$ cat config.mk
export PLATFORM = sky130hd
export DESIGN_NAME = svs_cell
export DESIGN_NICKNAME = d
export VERILOG_FILES = /design/src/hdl/swap_victim_selector_assert.svh /design/src/hdl/svs_pkg.sv /design/src/hdl/svs_cell.sv
export SDC_FILE = /design/constraint.sdc
export NUM_CORES = 1
export LEC_CHECK = 0
export BUFFER_PORTS_ARGS = -buffer_cell sky130_fd_sc_hd__buf_2
export CAP_MARGIN = 15
export CORE_MARGIN = 5
export CORE_UTILIZATION = 58
export CTS_CLUSTER_DIAMETER = 120
export DETAILED_ROUTE_END_ITERATION = 12
export PLACE_DENSITY = 0.92
export RECOVER_POWER = 50
export SYNTH_ARGS = -nofsm -noshare
export SYNTH_HDL_FRONTEND = slang
export SYNTH_SLANG_ARGS = --single-unit
$ cat constraint.sdc
create_clock -name clock -period 6 [get_ports clock]
set_clock_uncertainty 0.2 [all_clocks]
set_input_delay 0.3 -clock clock [delete_from_list [all_inputs] [get_ports clock]]
set_output_delay 0.3 -clock clock [all_outputs]
set_load 0.02 [all_outputs]
$ cat src/hdl/swap_victim_selector_assert.svh
// Assertion macros for the swap victim selector.
// No dependencies; included by the files that carry concurrent assertions.
`ifndef SWAP_VICTIM_SELECTOR_ASSERT_SVH
`define SWAP_VICTIM_SELECTOR_ASSERT_SVH

// Same-cycle implication, checked on the rising clock edge outside reset.
`define SVS_ASSERT_IMP(label, ante, cons) \
   label: assert property (@(posedge clock) disable iff (reset) (ante) |-> (cons)) \
      else $error("assertion failed");

// Next-cycle implication, checked on the rising clock edge outside reset.
`define SVS_ASSERT_NXT(label, ante, cons) \
   label: assert property (@(posedge clock) disable iff (reset) (ante) |=> (cons)) \
      else $error("assertion failed");

`endif

$ cat src/hdl/svs_pkg.sv
// Shared constants and types of the swap victim selector.
// No dependencies; imported by svs_cell and swap_victim_selector.
package svs_pkg;

   localparam int SLOTS   = 16;
   localparam int IDX_W   = $clog2(SLOTS);
   localparam int SIZE_W  = 12;
   localparam int PRIO_W  = 3;
   localparam int STAMP_W = 32;
   localparam int UNITS_W = 16;
   localparam int COUNT_W = 5;

   localparam logic [UNITS_W-1:0] CAPACITY_RESET = 16'd1024;

   localparam logic [1:0] POLICY_LOAD   = 2'd0;
   localparam logic [1:0] POLICY_ACCESS = 2'd1;

   localparam logic CSR_POLICY   = 1'b0;
   localparam logic CSR_CAPACITY = 1'b1;

   // Search token handed from cell to cell.
   typedef struct packed {
      logic               live;
      logic               found;
      logic [STAMP_W-1:0] key;
      logic [IDX_W-1:0]   index;
      logic [SIZE_W-1:0]  size;
   } token_type;

   // Command broadcast from the controller to every cell.
   typedef struct packed {
      logic               touch;
      logic               load;
      logic               evict;
      logic [IDX_W-1:0]   index;
      logic [SIZE_W-1:0]  size;
      logic [PRIO_W-1:0]  prio;
      logic [STAMP_W-1:0] tick;
      logic [1:0]         policy;
   } cmd_type;

endpackage

$ cat src/hdl/svs_cell.sv
// One process slot of the victim search chain.
// Depends on svs_pkg for the token and command types.
module svs_cell (
   input  logic                        clock,
   input  logic                        reset,
   input  logic [svs_pkg::IDX_W-1:0]   cell_index,
   input  svs_pkg::cmd_type            cmd,
   input  svs_pkg::token_type          token_in,
   output svs_pkg::token_type          token_out,
   output logic                        resident
);
   import svs_pkg::*;

   logic               res_ff, res_in;
   logic [SIZE_W-1:0]  size_ff;
   logic [PRIO_W-1:0]  prio_ff;
   logic [STAMP_W-1:0] load_ff, acc_ff;
   token_type          token_ff, token_in_next;
   logic               sel;
   logic [STAMP_W-1:0] key;
   logic               better;

   assign sel = (cmd.index == cell_index);

   always_comb begin
      res_in = res_ff;
      if (sel && cmd.load) begin
         res_in = 1'b1;
      end else if (sel && cmd.evict) begin
         res_in = 1'b0;
      end
   end

   // Stamps are compared by age so that a wrapped tick keeps the order.
   always_comb begin
      if (cmd.policy == POLICY_LOAD) begin
         key    = cmd.tick - load_ff;
         better = (key >= token_in.key);
      end else if (cmd.policy == POLICY_ACCESS) begin
         key    = cmd.tick - acc_ff;
         better = (key >= token_in.key);
      end else begin
         key    = STAMP_W'(prio_ff);
         better = (key < token_in.key);
      end
   end

   always_comb begin
      token_in_next = token_in;
      if (token_in.live && res_ff && (!token_in.found || better)) begin
         token_in_next.found = 1'b1;
         token_in_next.key   = key;
         token_in_next.index = cell_index;
         token_in_next.size  = size_ff;
      end
   end

   always_ff @(posedge clock) begin
      if (reset) begin
         res_ff        <= 1'b0;
         token_ff.live <= 1'b0;
      end else begin
         res_ff   <= res_in;
         token_ff <= token_in_next;
      end
   end

   always_ff @(posedge clock) begin
      if (sel && cmd.load) begin
         size_ff <= cmd.size;
         prio_ff <= cmd.prio;
         load_ff <= cmd.tick;
      end
      if (sel && (cmd.load || cmd.touch)) begin
         acc_ff <= cmd.tick;
      end
   end

   assign token_out = token_ff;
   assign resident  = res_ff;

endmodule

==> summary.md, run 1 <==
| Metric | Value |
|---|---|
| Vias in the first global route | 9,021 |
| Gpl congestion | 0.9162 |
| Worst slew margin | -0.2905 |
| Top post-synthesis cells by area | edfxtp_1, ha_1, a21oi_1 |
| Post-synth EDFFs | 128 |
| R2R depth | 21 |
| Reg2reg setup slack | 0.45 ns |
| Clock power frac | 0.359 |
| Net Sw Frac | 0.3345 |
| Unique masters post-synth | 70 |
| Endpoints failing hold | 0 |
| Top cell type's share of synthesized area | 0.3863 |
| Final setup viols | 0 |
| DR DRC count | 0 |
| FF+latch area | 0.003884 mm^2 |
| Status | complete, but fails checks |
| Syn. warnings | 0 |
| Power share of the combinational group | 0.284 |
| Worst Path Class, Setup | in -> reg |
| Die area | 0.01988 mm^2 |
| Initial antenna violation count | 0 |
| Clock Latency Late Sink | 0.44 ns |
| Clock Pin Slew Worst Setup and Hold Paths | 0.07 ns |
| First-pass GRT wire length | 48.47 mm |
| Htree depth | 4 |
| Internal power | 1985 uW |
| Peak VDD IR | 0.1624 mV |
| Clock Tree Root | clkbuf_16 |
| Final min period | 5.807 ns |
| Max cap viols | 1 |
| First-pass iteration count of the detailed router | 9 |
| Wire per inst | 21.31 um |
| Row cnt | 47 |
| Ys flop type | edfxtp_1 |
| Worst Path Max Fanout | 22 |
| Vias | 9,251 |
| Slew @ Worst Pin | 1.934 ns |
| CTS tree | done |
| DR iter-0 viols | 1,085 |
| Area of the mapped netlist | 0.009951 mm^2 |
| Startpoint types | primary input |
| Setup TNS | 0 ns |
| Worst r2r src | load_ff[0] |
| Area leader, netlist | edfxtp_1 |
| Clock tree buffer depth | 2 |
| Multi-input logic area | 0.005583 mm^2 |
| # clock sinks | 130 |
| CP Data Required Time | 5.99 ns |
| Layout fillers | 1,160 |
| Layout cells sized above 1 | 0.1363 |
| Final Util | 0.7320 |
| Synth Instances | 997 |
| Max Freq | 172.2 MHz |
| Hold Path Depth | 2 |
| Syn nets | 1,239 |
| Failing checks | capacitance limit, slew limit |
| Post-synthesis register bit count | 130 |
| Sequential share of the synthesized area | 0.3903 |
| IO Count | 163 |
| DIE HEIGHT | 141.0 um |
| Final Cycle Share | 0.9678 |
| Hold endpoint | token_out[12] |
| FF-to-FF End | token_out[10] |
| Arrival time worst endpoint | 5.80 ns |
| Post-detail-place hpwl | 21.63 mm |
| Core Area | 0.01670 mm^2 |
| Grt total ovfl | 0 |
| Fin. max-slew vios | 50 |
| Min-delay src | cell_index[0] |
| Routed Antenna Nets | 0 |
| PwrDens | 244.0 mW/mm^2 |
| RSZ-0062 raised after global routing | no |
| Total GRT Usage | 0.3099 |
| LEAKAGE | 0.005237 uW |
| Hold Crit Class | in -> reg |
| Die W | 141.0 um |
| Layout Area Growth over Synthesis | 22.86% |
| Largest net degree at the start of global routing | 50 |
| Port Buf Inserts | 162 |
| Diode count | 0 |
| Switching power | 997.5 uW |
| FFs w/ async S/R, synth | 0 |
| Nets | 1,476 |
| Syn_area_per_cell | 9.981 um^2 |
| Routed vias/inst | 6.306 |
| Seq pwr share | 0.357 |
| Worst Setup End Kind | register |
| Routed WL | 31.27 mm |
| Cts bufs inserted | 17 |
| Initial core utilization | 0.5958 |
| Placed Instances | 1,364 |
| Total power | 2983 uW |
| Fin cells | 1,467 |
-- kinds of logic (layout without fill, tap and decap cells) --
group / Yosys count / in the layout / synth area share
AO/OA/AOI/OAI: 292 / 292 / 0.1954
AND/OR/NAND/NOR: 224 / 224 / 0.1120
buffers and inverters: 131 / 381 / 0.05067
adder cells (fa/ha/maj): 130 / 130 / 0.1650
flip-flops: 130 / 130 / 0.3903
XOR/XNOR: 57 / 57 / 0.05017
multiplexers: 33 / 33 / 0.03646
-- worst max-delay path: stages --
cell           delay (ns)
dlygate4sd3_1        0.54
buf_2                0.14
inv_1                0.09
ha_1                 0.23
inv_1                0.08
fa_1                 0.43
a211oi_1             0.26
nor2_1               0.14
o311ai_1             0.25
buf_4                0.19
a2111oi_1            0.08
buf_4                0.19
o21ai_2              0.24
o21ai_0              0.23
xor2_1               0.24
ha_1                 0.33
nand4_1              0.12
or3_1                0.46
o21bai_1             0.18
a31o_2               0.26
o311ai_4             0.18
buf_6                0.27
mux2_2               0.37
-- per-layer routing --
| metal | routed length (um) | up-vias | global-route usage |
|---|---|---|---|
| met5 | 0 | - | 0 |
| met4 | 1364 | 0 | 0.1311 |
| met3 | 3053 | 122 | 0.06637 |
| met2 | 14420 | 613 | 0.5091 |
| met1 | 12440 | 4329 | 0.3979 |
| li1 | - | 4187 | - |
-- cell type report --
| class | instances | share of cell area |
|---|---|---|
| Inverter | 104 | 0.03193 |
| Clock buffer | 17 | 0.03480 |
| Sequential cell | 130 | 0.3177 |
| Timing Repair Buffer | 245 | 0.1233 |
| Clock inverter | 15 | 0.01310 |
| Multi-Input combinational cell | 736 | 0.4567 |
| Tap cell | 220 | 0.02252 |
-- power by group through the flow --
stage	logic, uW	registers [uW]	clock network (uW)
2_1_floorplan	511	1100	0
3_3_place_gp	754	1080	0
3_5_place_dp	774	1080	0
4_1_cts	819	1060	1060
5_1_grt	919	1070	1110
6_report	847	1070	1070
-- worst max-delay path by stage --
stage,slack [ns],depth (start not counted),end,startpoint
4_1_cts,0.06,23,token_out[43],cmd[2]
2_1_floorplan,1.26,21,token_out[45],cmd[2]
5_1_grt,0.02,23,token_out[10],cmd[2]
3_5_place_dp,0.17,22,token_out[43],cmd[2]
6_report,0.19,23,token_out[10],cmd[2]
3_3_place_gp,0.34,22,token_out[40],cmd[2]
-- sequential cells by signal, summed over array words and instances, names as in the netlist --
register / count
acc_ff: 32
load_ff: 32
prio_ff: 3
resident: 1
size_ff: 12
token_out: 50
-- synthesized netlist by cell type, types with 3 or more instances --
master,count
a211oi_1,10
clkbuf_1,19
nor4_1,10
o2111ai_1,6
nor2b_1,17
mux2_2,26
a31o_2,4
o21bai_1,9
nor2_1,63
or3_1,3
or2_2,4
o21a_1,17
o32ai_1,3
nand2b_1,15
and3_1,3
a2111oi_0,5
o21ai_1,6
xor2_1,25
a22oi_1,3
inv_1,103
a31oi_1,4
o31ai_1,5
nand2_1,43
o31a_1,3
a21o_1,40
edfxtp_1,128
nand4_1,24
buf_2,7
o21ai_0,51
mux2i_1,7
o22ai_1,11
a221o_1,5
ha_1,128
a21oi_1,83
o211ai_1,5
nand3_1,19
nor3_1,13
xnor2_1,32
-- stage by stage --
step | area [um^2] | hold WS (ns) | worst slack, ns
2_1_floorplan | 9951 | 0.1716 | 1.262
3_3_place_gp | 11020 | 0.2776 | 0.3419
3_5_place_dp | 11020 | 0.2784 | 0.1688
4_1_cts | 12300 | 0.004015 | 0.06473
5_1_grt | 12230 | 0.02313 | 0.02435
6_report | 12230 | 0.01768 | 0.1932
-- timing repair --
| item | CTS | global route |
|---|---|---|
| buffers inserted | 0 | 2 |
| setup endpoints to repair | 0 | 46 |
| endpoints found under the hold margin | 98 | 0 |
| hold buffers | 69 | 0 |
| resized for setup | 0 | 7 |
-- layout by cell type, fill, tap and decap left out, types with 4 or more instances in the layout --
master / Yosys / layout
nor2_1: 63 / 63
ha_1: 128 / 128
buf_4: 1 / 11
a31o_2: 4 / 4
buf_2: 7 / 74
xor2_1: 25 / 25
inv_1: 103 / 103
a31oi_1: 4 / 4
nor2b_1: 17 / 17
o21bai_1: 9 / 9
o31ai_1: 5 / 5
o21ai_0: 51 / 50
o2111ai_1: 6 / 6
o211ai_1: 5 / 5
mux2_2: 26 / 26
nor3_1: 13 / 13
dlygate4sd3_1: 0 / 69
a21o_1: 40 / 40
or2_2: 4 / 4
o21a_1: 17 / 17
a2111oi_0: 5 / 4
nand2_1: 43 / 43
o21ai_1: 6 / 6
nor4_1: 10 / 10
a221o_1: 5 / 5
nand4_1: 24 / 24
clkbuf_1: 19 / 88
edfxtp_1: 128 / 128
nand3_1: 19 / 19
mux2i_1: 7 / 7
clkbuf_16: 0 / 17
nand2b_1: 15 / 15
o22ai_1: 11 / 11
inv_6: 0 / 8
xnor2_1: 32 / 32
a21oi_1: 83 / 82
inv_8: 0 / 4
a211oi_1: 10 / 10
No activity file was read; power rests on OpenSTA's default activity.
==> inputs of run 2 (changes only) <==
--- a/config.mk
+++ b/config.mk
@@ -11,7 +11,7 @@
 export CORE_UTILIZATION = 58
 export CTS_CLUSTER_DIAMETER = 120
 export DETAILED_ROUTE_END_ITERATION = 12
-export PLACE_DENSITY = 0.92
+export PLACE_DENSITY = 0.82
 export RECOVER_POWER = 50
 export SYNTH_ARGS = -nofsm -noshare
 export SYNTH_HDL_FRONTEND = slang
==> run 2 against run 1 <==
The flow still finishes with violations (capacitance limit, slew limit). Register-to-register slack improved by 0.04 ns. Combinational power decreased by 2%. Final cell count fell by 0.20%. Worst setup slack better by 0.052 ns. Via count fell by 3.8%. Power shrank 0.77%. Sequential cell count unchanged. Critical path depth fell by 3. Global-route usage shrank 0.78 points. Worst hold slack better by 0.025 ns. First-iteration DRC count down 10%. Cell area fell by 0.16%. Critical path type unchanged. Critical endpoint is now token_out[39]. Highest routed layer is now met5.
==> summary.md, run 2 (synthesis gave the netlist of run 1 again) <==
| Metric | Value |
|---|---|
| Status | complete, but fails checks |
| Failing checks | capacitance limit, slew limit |
| Htree depth | 4 |
| Setup Buffers After CTS | 0 |
| Gpl congestion | 0.9521 |
| DR iter-0 viols | 975 |
| Diode count | 0 |
| Startpoint types | primary input |
| PwrDens | 242.5 mW/mm^2 |
| Worst slew margin | -0.2472 |
| Core Area | 0.01670 mm^2 |
| Clock Tree Root | clkbuf_16 |
| Max cap viols | 1 |
| Setup TNS | 0 ns |
| Final Cycle Share | 0.9591 |
| Slew @ Worst Pin | 1.869 ns |
| Post-detail-place hpwl | 21.79 mm |
| Min-delay src | cell_index[0] |
| Fin. max-slew vios | 50 |
| Largest net degree at the start of global routing | 50 |
| Endpoints failing hold | 0 |
| IO Count | 163 |
| Cts bufs inserted | 17 |
| Max FFs per register | 50 |
| Routed vias/inst | 6.082 |
| Total GRT Usage | 0.3021 |
| Routed Antenna Nets | 0 |
| Clock Latency Late Sink | 0.44 ns |
| Port Buf Inserts | 162 |
| DIE HEIGHT | 141.0 um |
| Final setup viols | 0 |
| Wire per inst | 20.61 um |
| Hold Crit Class | in -> reg |
| Layout cells sized above 1 | 0.1342 |
| Routed WL | 30.18 mm |
| Worst stage delay on the critical path | 0.53 ns |
| Buffers & Inverters on Critical Path | 3 |
| Layout fillers | 1,222 |
| Layout Area Growth over Synthesis | 22.66% |
| Grt total ovfl | 0 |
| Hold slack | 0.04290 ns |
| Initial antenna violation count | 1 |
| Fin cells | 1,464 |
| Final min period | 5.755 ns |
| Most frequent cells in the layout | ha_1, edfxtp_1, inv_1 |
| Die area | 0.01988 mm^2 |
| Initial core utilization | 0.5958 |
| Family with the most delay on the worst path | compound AO/OA/AOI/OAI gates |
| Arrival time worst endpoint | 5.81 ns |
| Max Freq | 173.8 MHz |
| Peak VDD IR | 0.2213 mV |
| # clock sinks | 130 |
| Fin area | 0.01221 mm^2 |
| CP Data Required Time | 6.06 ns |
| LEAKAGE | 0.005216 uW |
| Worst r2r src | load_ff[12] |
| Vias in the first global route | 8,751 |
| Nets | 1,473 |
| Worst Setup End Kind | register |
| Clock tree buffer depth | 2 |
| Cell Chain, Critical Path | dlygate4sd3_1, clkbuf_1, ha_1, nand4_1, nor4_1, o21ai_2, a31oi_1, a41oi_2, o21ai_1, o41a_1, xor2_1, ha_1, nand4_1, or3_1, o21bai_1, a31o_2, o311ai_4, buf_4, nand2_2, o32ai_1 |
| Vias | 8,904 |
| Worst Path Class, Setup | in -> reg |
| First-pass GRT wire length | 47.12 mm |
| DR DRC count | 0 |
| Post-DP Area | 0.01104 mm^2 |
| Die W | 141.0 um |
| First-pass iteration count of the detailed router | 5 |
| RSZ-0062 raised after global routing | no |
| Clock Pin Slew Worst Setup and Hold Paths | 0.07 ns |
| Worst Path Max Fanout | 18 |
| Worst path slowest cell | dlygate4sd3_1 |
| Placed Instances | 1,364 |
| CP startpoint | cmd[14] |
| Row cnt | 47 |
| CTS tree | done |
-- run 2: worst paths after layout --
path | cells after the start | end | slack, ns
setup reg to reg | 19 | token_out[39] | 0.49
setup / recovery | 20 | token_out[39] | 0.25
hold reg to reg | 1 | token_out[1] | 0.36
hold / removal | 2 | token_out[12] | 0.04
-- run 2: metal layers --
metal	wire length (um)	vias up	track usage	part of all wire
li1	-	4197	-	-
met1	11950	4101	0.3892	0.40
met2	14250	529	0.4977	0.47
met3	2885	75	0.05757	0.096
met4	1086	2	0.1326	0.036
met5	13	-	0	0.00043
-- run 2: through the flow --
stage / worst slack (ns) / utilization / power, uW
finish: 0.2452 / 0.7308 / 2960
global route: 0.05393 / 0.7308 / 3091
CTS: 0.2173 / 0.7367 / 2942
detailed placement: 0.3414 / 0.6608 / 1856
global placement: 0.5505 / 0.6608 / 1838
floorplan: 1.262 / - / 1615
-- run 2: layout make-up --
class	instances	area [um^2]	area share
Multi-Input combinational cell	736	5587	0.4577
Sequential cell	130	3884	0.3182
Timing Repair Buffer	242	1483	0.1215
Clock buffer	17	425.4	0.03485
Inverter	104	390.4	0.03198
Tap cell	220	275.3	0.02255
Clock inverter	15	161.4	0.01322
-- run 2: worst reg2reg max path: cells and delay by family (launching register included) --
family / cells / cell delay [ns]
compound gates: 9 / 2.22
simple gates: 5 / 1.30
flops: 1 / 0.32
fa+ha+maj: 2 / 0.64
xor+xnor: 1 / 0.27
buf+inv: 2 / 0.37
-- run 2: repair_timing --
action,CTS,global route
hold endpoints to repair,99,0
hold buffers,68,0
setup endpoints to repair,0,46
resized for setup,0,4
-- run 2: power breakdown --
part	internal, uW	total (uW)	switching, uW
clock	591	1060	470
combinational	343	833	490
sequential	1050	1070	17.4
total	1980	2960	978
